<file path="config.mk">
export PLATFORM = sky130hd
export DESIGN_NAME = epoch_slot_table
export DESIGN_NICKNAME = d
export VERILOG_FILES = /design/src/design/est_pkg.sv /design/src/design/epoch_slot_table.sv /design/src/design/est_victim.sv
export SDC_FILE = /design/constraint.sdc
export NUM_CORES = 2
export LEC_CHECK = 0
export BUFFER_PORTS_ARGS = -buffer_cell sky130_fd_sc_hd__buf_2
export CAP_MARGIN = 20
export CORE_MARGIN = 2
export CORE_UTILIZATION = 50
export DETAILED_ROUTE_END_ITERATION = 6
export PLACE_DENSITY = 0.68
export SETUP_SLACK_MARGIN = 0.05
export SYNTH_ARGS = -nofsm -noshare
export SYNTH_HDL_FRONTEND = slang
export SYNTH_SLANG_ARGS = --single-unit
</file>
<file path="constraint.sdc">
create_clock -name clk_i -period 5.5 [get_ports clk_i]
set_clock_uncertainty 0.1 [all_clocks]
set_input_delay 1.1 -clock clk_i [delete_from_list [all_inputs] [get_ports clk_i]]
set_output_delay 1.1 -clock clk_i [all_outputs]
set_load 0.02 [all_outputs]
</file>
<file path="src/design/est_pkg.sv">
// ----------------------------------------------------------------------------
// est_pkg: shared types and codes for the epoch slot table
// Word layouts for the request and result channels, side, action, status and
// configuration register codes.
// ----------------------------------------------------------------------------
package est_pkg;

  localparam int EpochW      = 64;
  localparam int SideW       = 2;
  localparam int SlotOutW    = 2;
  localparam int CfgIdxW     = 1;
  localparam int DefaultSlots = 4;

  // Side codes
  localparam logic [SideW-1:0] SIDE_ENC  = 2'd0;
  localparam logic [SideW-1:0] SIDE_DEC  = 2'd1;
  localparam logic [SideW-1:0] SIDE_BOTH = 2'd2;

  // Action codes
  localparam logic ACT_INSTALL = 1'b0;
  localparam logic ACT_SELECT  = 1'b1;

  // Status codes
  localparam logic STATUS_OK  = 1'b0;
  localparam logic STATUS_BAD = 1'b1;

  // Configuration register indexes
  localparam logic [CfgIdxW-1:0] CFG_LOCAL_EPOCH = 1'd0;
  localparam logic [CfgIdxW-1:0] CFG_PEER_EPOCH  = 1'd1;

  typedef struct packed {
    logic              action;
    logic [EpochW-1:0] epoch_number;
    logic [SideW-1:0]  side;
  } in_word_t;

  typedef struct packed {
    logic                status;
    logic [SlotOutW-1:0] slot;
    logic [SideW-1:0]    slot_side;
    logic                evicted;
    logic                copy_keys;
    logic                enc_selected_valid;
    logic [SlotOutW-1:0] enc_selected_slot;
    logic                dec_selected_valid;
    logic [SlotOutW-1:0] dec_selected_slot;
  } out_word_t;

endpackage

</file>
<file path="src/design/epoch_slot_table.sv">
// ----------------------------------------------------------------------------
// epoch_slot_table: table of secure-transport epochs
// Install, update and select of epoch slots, with eviction of the oldest
// epoch that is neither the local nor the peer epoch.
// ----------------------------------------------------------------------------
//
//  channel   handshake                 word
//  --------  ------------------------  -------------------------------
//  request   in_valid_i / in_ready_o   in_data_i  (est_pkg::in_word_t)
//  result    out_valid_o / out_ready_i out_data_o (est_pkg::out_word_t)
//  config    cfg_we_i                  cfg_idx_i, cfg_data_i
//
//  One word per cycle while results are taken: a request is registered,
//  then looked up and applied to the table as it leaves the request stage,
//  and its result lands in the output register.
//  Reset clears all slot valid bits, both selections and both epochs.
//  A stalled result holds the request stage; the input stalls only when
//  both stages are full.
//
module epoch_slot_table #(
  parameter int Slots = est_pkg::DefaultSlots
) (
  input  logic                          clk_i,
  input  logic                          rst_ni,
  input  logic                          in_valid_i,
  output logic                          in_ready_o,
  input  est_pkg::in_word_t             in_data_i,
  output logic                          out_valid_o,
  input  logic                          out_ready_i,
  output est_pkg::out_word_t            out_data_o,
  input  logic                          cfg_we_i,
  input  logic [est_pkg::CfgIdxW-1:0]   cfg_idx_i,
  input  logic [est_pkg::EpochW-1:0]    cfg_data_i
);

  localparam int IdxW = $clog2(Slots);

  // configuration
  logic [est_pkg::EpochW-1:0] local_epoch_q, peer_epoch_q;

  // table state
  logic [Slots-1:0]                      slot_valid_q;
  logic [Slots-1:0][est_pkg::EpochW-1:0] slot_epoch_q;
  logic [Slots-1:0][est_pkg::SideW-1:0]  slot_side_q;
  logic                                  enc_sel_valid_q, dec_sel_valid_q;
  logic [IdxW-1:0]                       enc_sel_slot_q, dec_sel_slot_q;

  // pipeline
  logic                s1_valid_q;
  est_pkg::in_word_t   s1_q;
  logic                out_valid_q;
  est_pkg::out_word_t  out_q;
  logic                s1_adv, fire;

  // lookup results
  logic [Slots-1:0]    hit_vec;
  logic                hit;
  logic [IdxW-1:0]     hit_idx, free_idx, vic_idx;
  logic                free_any, vic_found;

  // update controls and result
  logic                     bad;
  logic                     upd_en, upd_new;
  logic [IdxW-1:0]          upd_idx;
  logic [est_pkg::SideW-1:0] upd_side, stored_side;
  logic                     evicted, copy_keys;
  logic                     enc_sel_valid_d, dec_sel_valid_d;
  logic [IdxW-1:0]          enc_sel_slot_d, dec_sel_slot_d;
  est_pkg::out_word_t       res;

  // handshake
  assign s1_adv     = !out_valid_q || out_ready_i;
  assign in_ready_o = !s1_valid_q || s1_adv;
  assign fire       = s1_valid_q && s1_adv;
  assign out_valid_o = out_valid_q;
  assign out_data_o  = out_q;

  // configuration writes
  always_ff @(posedge clk_i or negedge rst_ni) begin
    if (!rst_ni) begin
      local_epoch_q <= '0;
      peer_epoch_q  <= '0;
    end else if (cfg_we_i) begin
      case (cfg_idx_i)
        est_pkg::CFG_LOCAL_EPOCH: local_epoch_q <= cfg_data_i;
        est_pkg::CFG_PEER_EPOCH:  peer_epoch_q  <= cfg_data_i;
        default: ;
      endcase
    end
  end

  // request register
  always_ff @(posedge clk_i or negedge rst_ni) begin
    if (!rst_ni) begin
      s1_valid_q <= 1'b0;
    end else if (in_ready_o) begin
      s1_valid_q <= in_valid_i;
    end
  end

  always_ff @(posedge clk_i) begin
    if (in_valid_i && in_ready_o) s1_q <= in_data_i;
  end

  // match and free-slot search, lowest index first
  always_comb begin
    hit_idx  = '0;
    free_idx = '0;
    for (int i = Slots - 1; i >= 0; i--) begin
      hit_vec[i] = slot_valid_q[i] && (slot_epoch_q[i] == s1_q.epoch_number);
      if (hit_vec[i])       hit_idx  = IdxW'(i);
      if (!slot_valid_q[i]) free_idx = IdxW'(i);
    end
  end

  assign hit         = |hit_vec;
  assign free_any    = ~&slot_valid_q;
  assign stored_side = slot_side_q[hit_idx];

  est_victim #(
    .Slots(Slots)
  ) u_victim (
    .epoch_i       (slot_epoch_q),
    .local_epoch_i (local_epoch_q),
    .peer_epoch_i  (peer_epoch_q),
    .found_o       (vic_found),
    .idx_o         (vic_idx)
  );

  // request decision
  always_comb begin
    bad             = 1'b0;
    upd_en          = 1'b0;
    upd_new         = 1'b0;
    upd_idx         = hit_idx;
    upd_side        = stored_side;
    evicted         = 1'b0;
    copy_keys       = 1'b0;
    enc_sel_valid_d = enc_sel_valid_q;
    enc_sel_slot_d  = enc_sel_slot_q;
    dec_sel_valid_d = dec_sel_valid_q;
    dec_sel_slot_d  = dec_sel_slot_q;
    if (s1_q.side > est_pkg::SIDE_BOTH) begin
      bad = 1'b1;
    end else if (s1_q.action == est_pkg::ACT_INSTALL) begin
      if (hit) begin
        upd_en   = 1'b1;
        upd_side = (stored_side != s1_q.side) ? est_pkg::SIDE_BOTH : stored_side;
      end else if (free_any) begin
        upd_en   = 1'b1;
        upd_new  = 1'b1;
        upd_idx  = free_idx;
        upd_side = s1_q.side;
      end else if (vic_found) begin
        upd_en   = 1'b1;
        upd_new  = 1'b1;
        upd_idx  = vic_idx;
        upd_side = s1_q.side;
        evicted  = 1'b1;
      end else begin
        bad = 1'b1;
      end
      copy_keys = !bad;
    end else begin
      if (!hit || (stored_side != est_pkg::SIDE_BOTH && stored_side != s1_q.side)) begin
        bad = 1'b1;
      end else begin
        if (s1_q.side == est_pkg::SIDE_ENC || s1_q.side == est_pkg::SIDE_BOTH) begin
          enc_sel_valid_d = 1'b1;
          enc_sel_slot_d  = hit_idx;
        end
        if (s1_q.side == est_pkg::SIDE_DEC || s1_q.side == est_pkg::SIDE_BOTH) begin
          dec_sel_valid_d = 1'b1;
          dec_sel_slot_d  = hit_idx;
        end
        copy_keys = (s1_q.epoch_number != '0);
      end
    end
  end

  // result word
  always_comb begin
    res.status             = bad ? est_pkg::STATUS_BAD : est_pkg::STATUS_OK;
    res.slot               = bad ? '0 : est_pkg::SlotOutW'(upd_idx);
    res.slot_side          = bad ? '0 : upd_side;
    res.evicted            = evicted;
    res.copy_keys          = copy_keys;
    res.enc_selected_valid = enc_sel_valid_d;
    res.enc_selected_slot  = est_pkg::SlotOutW'(enc_sel_slot_d);
    res.dec_selected_valid = dec_sel_valid_d;
    res.dec_selected_slot  = est_pkg::SlotOutW'(dec_sel_slot_d);
  end

  // table and selection update
  always_ff @(posedge clk_i or negedge rst_ni) begin
    if (!rst_ni) begin
      slot_valid_q    <= '0;
      slot_epoch_q    <= '0;
      slot_side_q     <= '0;
      enc_sel_valid_q <= 1'b0;
      enc_sel_slot_q  <= '0;
      dec_sel_valid_q <= 1'b0;
      dec_sel_slot_q  <= '0;
    end else if (fire) begin
      if (upd_en) begin
        slot_side_q[upd_idx] <= upd_side;
        if (upd_new) begin
          slot_valid_q[upd_idx] <= 1'b1;
          slot_epoch_q[upd_idx] <= s1_q.epoch_number;
        end
      end
      enc_sel_valid_q <= enc_sel_valid_d;
      enc_sel_slot_q  <= enc_sel_slot_d;
      dec_sel_valid_q <= dec_sel_valid_d;
      dec_sel_slot_q  <= dec_sel_slot_d;
    end
  end

  // result register
  always_ff @(posedge clk_i or negedge rst_ni) begin
    if (!rst_ni) begin
      out_valid_q <= 1'b0;
    end else if (s1_adv) begin
      out_valid_q <= s1_valid_q;
    end
  end

  always_ff @(posedge clk_i) begin
    if (fire) out_q <= res;
  end

  // checks
  a_bad_clears: assert property (@(posedge clk_i) disable iff (!rst_ni)
    out_valid_o && out_data_o.status == est_pkg::STATUS_BAD |->
      out_data_o.slot == '0 && !out_data_o.evicted && !out_data_o.copy_keys)
    else $error("bad-state result carries slot data");

  a_evict_ok: assert property (@(posedge clk_i) disable iff (!rst_ni)
    out_valid_o && out_data_o.evicted |->
      out_data_o.status == est_pkg::STATUS_OK && out_data_o.copy_keys)
    else $error("eviction without successful install");

  a_s1_hold: assert property (@(posedge clk_i) disable iff (!rst_ni)
    s1_valid_q && !s1_adv |=> s1_valid_q && $stable(s1_q))
    else $error("request stage overwritten while stalled");

  a_sel_sticky: assert property (@(posedge clk_i) disable iff (!rst_ni)
    enc_sel_valid_q && dec_sel_valid_q |=> enc_sel_valid_q && dec_sel_valid_q)
    else $error("selection dropped");

endmodule

</file>
<file path="src/design/est_victim.sv">
// ----------------------------------------------------------------------------
// est_victim: eviction candidate pick
// Finds the slot with the smallest epoch that is neither the local nor the
// peer epoch; ties go to the lowest index. Parallel pairwise compare.
// ----------------------------------------------------------------------------
module est_victim #(
  parameter int Slots = est_pkg::DefaultSlots
) (
  input  logic [Slots-1:0][est_pkg::EpochW-1:0] epoch_i,
  input  logic [est_pkg::EpochW-1:0]            local_epoch_i,
  input  logic [est_pkg::EpochW-1:0]            peer_epoch_i,
  output logic                                  found_o,
  output logic [$clog2(Slots)-1:0]              idx_o
);

  localparam int IdxW = $clog2(Slots);

  logic [Slots-1:0] cand;
  logic [Slots-1:0] win;

  // slots that may be evicted at all
  always_comb begin
    for (int i = 0; i < Slots; i++) begin
      cand[i] = (epoch_i[i] != local_epoch_i) && (epoch_i[i] != peer_epoch_i);
    end
  end

  // slot i wins if it beats every other candidate; lower index wins a tie
  always_comb begin
    for (int i = 0; i < Slots; i++) begin
      win[i] = cand[i];
      for (int j = 0; j < Slots; j++) begin
        if (j < i) begin
          if (cand[j] && !(epoch_i[i] < epoch_i[j])) win[i] = 1'b0;
        end else if (j > i) begin
          if (cand[j] && (epoch_i[i] > epoch_i[j])) win[i] = 1'b0;
        end
      end
    end
  end

  // winner is one-hot: OR-encode
  always_comb begin
    idx_o = '0;
    for (int i = 0; i < Slots; i++) begin
      if (win[i]) idx_o = idx_o | IdxW'(i);
    end
  end

  assign found_o = |cand;

endmodule
</file>
; ---- Yosys cells after proc, flatten, opt, wreduce, memory -nomap -nowiden
; Cells that the tools add are included.
[op_classes]
mul = 0
bitwise_logic = 3
n_mux = 76
order_cmp = 13
eq_ne = 16
div = 0
add_sub_neg = 0
n_shift = 0
n_reduce_logical = 46
[op_table]
columns = cell, count
row1 = 64-bit inequality test, 8
row2 = 64-bit < comparator, 6
row3 = 256-bit bitwise mux, 1
row4 = 64-bit equality test, 4
row5 = 64-bit > comparator, 3
row6 = 64-bit demux with 2-bit select, 1
row7 = 64-bit two-way mux, 1
row8 = 64-bit nonzero test, 1
row9 = 2-bit two-way mux, 31
row10 = 1-bit two-way mux, 38
row11 = 1-bit logical AND, 21
row12 = 1-bit zero test, 10
row13 = 8-bit bitwise mux, 1
row14 = 4-bit OR reduction, 2
row15 = 7-bit OR reduction, 1
row16 = "2-bit by 3-bit < comparator with 1-bit output, second input constant", 2
row17 = 2-bit AND reduction, 3
row18 = 1-bit logical OR, 5
row19 = 2-bit binary-select mux with 2-bit select, 1
row20 = 2-bit demux with 2-bit select, 1
row21 = 4-bit OR, 1
row22 = 4-bit AND reduction, 1
row23 = 3-bit AND reduction, 1
row24 = 1-bit demux with 2-bit select, 1
row25 = other kinds (8), 9
[totals]
n_memories = 0
inputBits = 137
elab_cells = 183
latch_bits = 0
romBits = 0
ramBits = 0
reg_bits = 484

; ---- Longest topological paths before layout
[depth]
word_depth = 19
depth_mapped = 16
mapped_depth_nobuf = 13

; ---- Modules after synthesis
; Synthesis repeated with hierarchy kept, for this count alone.
[hier_totals]
hier_cells = 3552
area_unflattened_um2 = 36960.4
[modules_own_cells]
columns = mod, seq_area_each_um2, n_inst, cells_each, area_per_inst_um2
row1 = epoch_slot_table, 12512.0, 1, 1705, 22509.1
row2 = est_victim, 0.0, 1, 1847, 14451.4

; ---- Worst setup path before layout
; OpenSTA, ideal clock, no wires.
[synth_path]
path_kind = reg-to-reg
from = register s1_q[37] in the netlist's numbering
to = register out_q, in the netlist out_data_o[0], data pin
slack_ps = 1632
stages_incl_launch_ff = 12
required_ps = 5140
arrival_ps = 3508
setup_time_ps = 260
period_less_slack_ps = 3868
path_cell_list = edfxtp_1 -> buf_4 -> xor2_1 -> or4_1 -> or4b_1 -> or4_4 -> a21o_1 -> a211oi_2 -> or2_1 -> a21bo_4 -> nand4b_2 -> mux2_2
[synth_via]
elab_chain_len = 14
word_cells_on_any_way = 24
cone_classes = eq/ne (6) / mux (10) / reduce/logical (8)
[synth_rtl]
columns = element, line
row1 = from (decl), epoch_slot_table.sv:50  ; est_pkg::in_word_t s1_q;
row2 = from (signal assigned), epoch_slot_table.sv:102  ; if (in_valid_i && in_ready_o) s1_q <= in_data_i;
row3 = 64-bit equality test, epoch_slot_table.sv:110  ; hit_vec[i] = slot_valid_q[i] && (slot_epoch_q[i] == s1_q.epoch_number);
row4 = 1-bit logical AND, epoch_slot_table.sv:110
row5 = 2-bit two-way mux (4 in a row), epoch_slot_table.sv:111  ; if (hit_vec[i]) hit_idx = IdxW'(i);
row6 = 2-bit binary-select mux with 2-bit select, epoch_slot_table.sv:118  ; assign stored_side = slot_side_q[hit_idx];
row7 = 2-bit two-way mux (not written as such), epoch_slot_table.sv:118
row8 = 2-bit inequality test, epoch_slot_table.sv:165  ; if (!hit || (stored_side != est_pkg::SIDE_BOTH && stored_side != s1_q.side)) begin
row9 = 1-bit logical AND, epoch_slot_table.sv:165
row10 = 1-bit logical OR, epoch_slot_table.sv:165
row11 = 2-bit two-way mux (*), epoch_slot_table.sv:165
row12 = 2-bit two-way mux (*), epoch_slot_table.sv:145  ; end else if (s1_q.action == est_pkg::ACT_INSTALL) begin
row13 = 2-bit two-way mux (*), epoch_slot_table.sv:143  ; if (s1_q.side > est_pkg::SIDE_BOTH) begin
row14 = net dec_sel_slot_d[0], epoch_slot_table.sv:68  ; logic [IdxW-1:0] enc_sel_slot_d, dec_sel_slot_d;
row15 = to (signal assigned), epoch_slot_table.sv:229  ; if (fire) out_q <= res;
row16 = to (decl), epoch_slot_table.sv:52  ; est_pkg::out_word_t out_q;
; The timed path passes the listed nets; every way through them passes the cells marked *. The select of a mux whose other input is x is not followed.
; A chain may end at the register's enable or synchronous reset.

; ---- Worst setup path after layout
[layout_path]
from = register slot_epoch_q[108] in the netlist's numbering
to = register slot_epoch_q[57] in the netlist's numbering
[layout_via]
elab_chain_len = 19
word_cells_on_any_way = 52
cone_classes = order compare (7) / eq/ne (3) / mux (28) / reduce/logical (14)
[layout_rtl]
columns = element, line
row1 = from (decl), epoch_slot_table.sv:43  ; logic [Slots-1:0][est_pkg::EpochW-1:0] slot_epoch_q;
row2 = "from (signal, indexed assignment)", epoch_slot_table.sv:209  ; slot_epoch_q[upd_idx] <= s1_q.epoch_number;
row3 = 64-bit < comparator, est_victim.sv:34  ; if (cand[j] && !(epoch_i[i] < epoch_i[j])) win[i] = 1'b0;
row4 = 1-bit zero test, est_victim.sv:34
row5 = 1-bit logical AND, est_victim.sv:34
row6 = 1-bit two-way mux, est_victim.sv:34
row7 = 1-bit two-way mux (2 in a row), est_victim.sv:36  ; if (cand[j] && (epoch_i[i] > epoch_i[j])) win[i] = 1'b0;
row8 = 1-bit two-way mux, est_victim.sv:46  ; if (win[i]) idx_o = idx_o | IdxW'(i);
row9 = 2-bit two-way mux (2 in a row), est_victim.sv:46
row10 = 2-bit two-way mux, epoch_slot_table.sv:154  ; end else if (vic_found) begin
row11 = 2-bit two-way mux, epoch_slot_table.sv:149  ; end else if (free_any) begin
row12 = 2-bit two-way mux, epoch_slot_table.sv:146  ; if (hit) begin
row13 = 2-bit two-way mux, epoch_slot_table.sv:145
row14 = 2-bit two-way mux, epoch_slot_table.sv:143
row15 = 2-bit by 3-bit < comparator with 1-bit output (not written as such) / 2-bit by 1-bit greater-or-equal comparator with 1-bit output (equally long branches), epoch_slot_table.sv:209
row16 = 1-bit logical AND (not written as such), epoch_slot_table.sv:209
row17 = 64-bit two-way mux (not written as such), epoch_slot_table.sv:209
row18 = 64-bit demux with 2-bit select, epoch_slot_table.sv:209
row19 = 256-bit bitwise mux, epoch_slot_table.sv:209
; Several ways; a longest one is shown, not always the timed one.

==> metrics.cfg <==
[power]
combinationalPowerShare_pct=56.3
ir_drop_v=0.0004622
p_leak_nw=20.06
power.switching_mw=16.02
seqPwrFrac_pct=29.3
power_switching_share_pct=55.14
pwr-share-clk_pct=14.4
power_density_mw_per_mm2=670.6
power.internal_mw=13.03

[worst_setup_path]
cp-endpoint=slot_epoch_q[57]$_DFFE_PN0P_
r2r_start=slot_epoch_q[108]$_DFFE_PN0P_
cp_num_cells=15
critPathBufInv=3
crit_top_cell=and3_1
rrSetupSlack_ns=-0.02
crit_family=simple AND/OR/NAND/NOR gates
crit_start=slot_epoch_q[108]$_DFFE_PN0P_
cp.arrival_ns=5.92
critical_path.max_fanout=9
slowest_stage=nor3_1
start_kind=flop
worstReg2RegEnd=slot_epoch_q[57]$_DFFE_PN0P_
end_kind=flop
reg2reg_depth=15
slowest_delay_ns=0.74
cp_cell_sequence=ha_1, nand3_1, nor3_1, and4_4, and3_1, o41ai_1, buf_2, and3_1, a21o_1, a32oi_1, o211ai_4, nor3_4, buf_12, buf_4, mux2i_1
cp.required_ns=5.90
path_class=reg -> reg

[routing]
drt_wl_total_um=231900
wire_per_inst_um=46.04
routed_via_density=7.236
first_pass_iters=7
antenna_left=0
vias=36454
drtIter0Drc=6545
drc=0

[timing]
drv_slew=0
setup_violations=6
period_needed_ns=5.519
worst_pin_slew_ns=1.262
setup_ws_ns=-0.01880
max_freq_mhz=181.2
rsz0062_at_grt=no
fin_crit_sh_pct=100.3
hold_viol=0
slew-limit-headroom_pct=15.08

[floorplan]
die_height_um=277.4
core_area_mm2=0.07420
die_x_um=277.4
num_rows=100
start_util_pct=50.36
die_area_mm2=0.07694
io_pins=152

[yosys]
syn_area_mm2=0.03737
synthFlopType=dfrtp_1
synth_top_area_cell=dfrtp_1
mappedNetlistNets=4205
netlist_top_cells_count=xor2_1 (579), dfrtp_1 (404), ha_1 (383), mux2_2 (259), inv_1 (239)
synth_edf_count=80
yosys-top-cells-area=dfrtp_1 (27%), xor2_1 (14%), ha_1 (13%)
postSynthCellCount=3685
ys_ff_latch=484
yosysTopAreaCellShare_pct=27.06
yosysWarningCount=0
synthArstFlopShare_pct=83.47
synth_seq_area_share_pct=33.48
ys_types=89
synth_area_per_cell_um2=10.14
synth_most_common_cell=xor2_1

[placement]
port-buffer-count=151
gp_congestion=1.242
post-place-ws_ns=-0.6129
dp_hpwl_um=189200
dp.cells=4908

[run_status]
violations=negative setup slack
outcome=finished, violations left

[run]
cap_violations=0

[layout]
num-nets-final=4520
final_layout_size_suffix_gt1_share_pct=22.38
area_growth_pct=15.96
fin_util_pct=58.40
finalNonFillerCells=5038

[global_route]
antenna_found_initial=21
grt_max_degree=117
grt_usage_pct=59.25
overflow=0
grt_pass1_vias=34716
grt_first_pass_wirelength_um=305000

[worst_hold_path]
hold_path.class=reg -> reg

[cts]
cts_tree=built
cts_max_level=2
cts_buffers=56
ctsRootBufferMaster=clkbuf_16
clock_sinks=484
clk_latency_ns=0.66
clockBufferDepth=3
cts_hold_buf=0
clk_pin_slew_ns=0.06

==> state kept, by name (all words and copies together) (netlist names), 4 cells and up <==
register and flops:
local_epoch_q 64, out_data_o 13, peer_epoch_q 64, s1_q 67, slot_epoch_q 256, slot_side_q 8, slot_valid_q 4
==> worst min-delay path by stage <==
stage                                     start                          end  slack (ns)  cells after the start
floorplan           dec_sel_valid_q$_DFFE_PN0P_  dec_sel_valid_q$_DFFE_PN0P_        0.32                      1
global placement    enc_sel_valid_q$_DFFE_PN0P_  enc_sel_valid_q$_DFFE_PN0P_        0.35                      1
detailed placement  enc_sel_valid_q$_DFFE_PN0P_  enc_sel_valid_q$_DFFE_PN0P_        0.34                      1
CTS                 enc_sel_valid_q$_DFFE_PN0P_  enc_sel_valid_q$_DFFE_PN0P_        0.36                      1
global route        enc_sel_valid_q$_DFFE_PN0P_  enc_sel_valid_q$_DFFE_PN0P_        0.37                      1
finish              enc_sel_valid_q$_DFFE_PN0P_  enc_sel_valid_q$_DFFE_PN0P_        0.36                      1
==> layout by cell type (no fill, tap or decap), drive strengths merged, types with 15 or more instances in the layout <==
cell type  synthesis  final
nor3              34     34
nand4            178    178
xnor2            128    128
nand2             78     78
nand2b            92     92
a211oi            23     23
o21ai             69     69
nor4             198    198
a21oi            119    119
inv              240    245
xor2             579    579
nand3             54     54
dfrtp            404    404
nor2b             36     36
buf               60    503
o211ai            20     20
mux2             325    325
clkinv             0     17
edfxtp            80     80
a21o              63     63
mux2i             75     75
a2111oi           17     17
o2111ai           15     15
diode              0     21
clkbuf           186     67
nor2              73     73
ha               383    383
==> stage by stage <==
stage | total power [mW] | cell area (µm²) | hold slack (ns) | setup TNS, ns
after floorplan | 14.44 | 37370 | 0.3247 | 0
after global placement | 22.74 | 41150 | 0.3477 | -106.49
after detailed placement | 23.04 | 41170 | 0.3430 | -117.79
after CTS | 27.35 | 43240 | 0.3585 | 0
after global routing | 29.15 | 43280 | 0.3660 | 0
final | 29.06 | 43330 | 0.3610 | -0.04933
==> power groups by stage <==
| stage | Combinational (mW) | Sequential, mW | Clock (mW) |
|---|---|---|---|
| final | 16.3 | 8.52 | 4.19 |
| after detailed placement | 15.0 | 8.08 | 0 |
| after CTS | 15.1 | 8.03 | 4.19 |
| after floorplan | 8.28 | 6.16 | 0 |
| after global routing | 16.7 | 8.15 | 4.31 |
| after global placement | 14.7 | 8.06 | 0 |
==> per-layer routing <==
metal  up-vias  routed length, µm  global-route usage (%)
met3      1233              37140                   29.68
met1     17620              80890                   69.71
met4        20              26820                   50.25
met5         -                582                   4.253
li1      13856                  -                       -
met2      3725              86510                   79.16
==> cell families (layout without fill, tap and decap cells) <==
group	count (synthesis)	count (layout)	share of synthesized area (%)
multiplexers	400	400	11.80
adder cells (fa/ha/maj)	383	383	12.82
XOR/XNOR	707	707	16.57
flip-flops	484	484	33.48
other	0	21	0
buffers and inverters	486	849	5.234
AO/OA/AOI/OAI	412	412	7.383
AND/OR/NAND/NOR	813	813	12.70
==> worst register-to-register path, delay by kind of cell, from the launching register on <==
family                     cells  cell delay (ns)
AOI/OAI and AO/OA              4             0.84
adders and majority gates      1             0.46
buffers and inverters          3             0.62
DFF                            1             0.68
muxes                          1             0.40
and+or+nand+nor                6             2.29
==> cell type report <==
cell class | count | area (µm²)
flip-flops and latches | 484 | 12510
clock buffers | 67 | 1565
repair buffers | 503 | 3588
multi-input cells | 2715 | 23020
clock inverters | 39 | 473.0
fillers | 6245 | 30870
diodes | 21 | 52.55
well taps | 969 | 1212
inverters | 240 | 900.9
==> timing repair <==
item | 4_1_cts | 5_1_grt
endpoints found under the setup margin | 268 | 275
setup buffers | 1 | 0
pin swaps | 0 | 0
gates resized for setup | 4 | 5
Note: power is estimated with default switching activity, not from simulation.
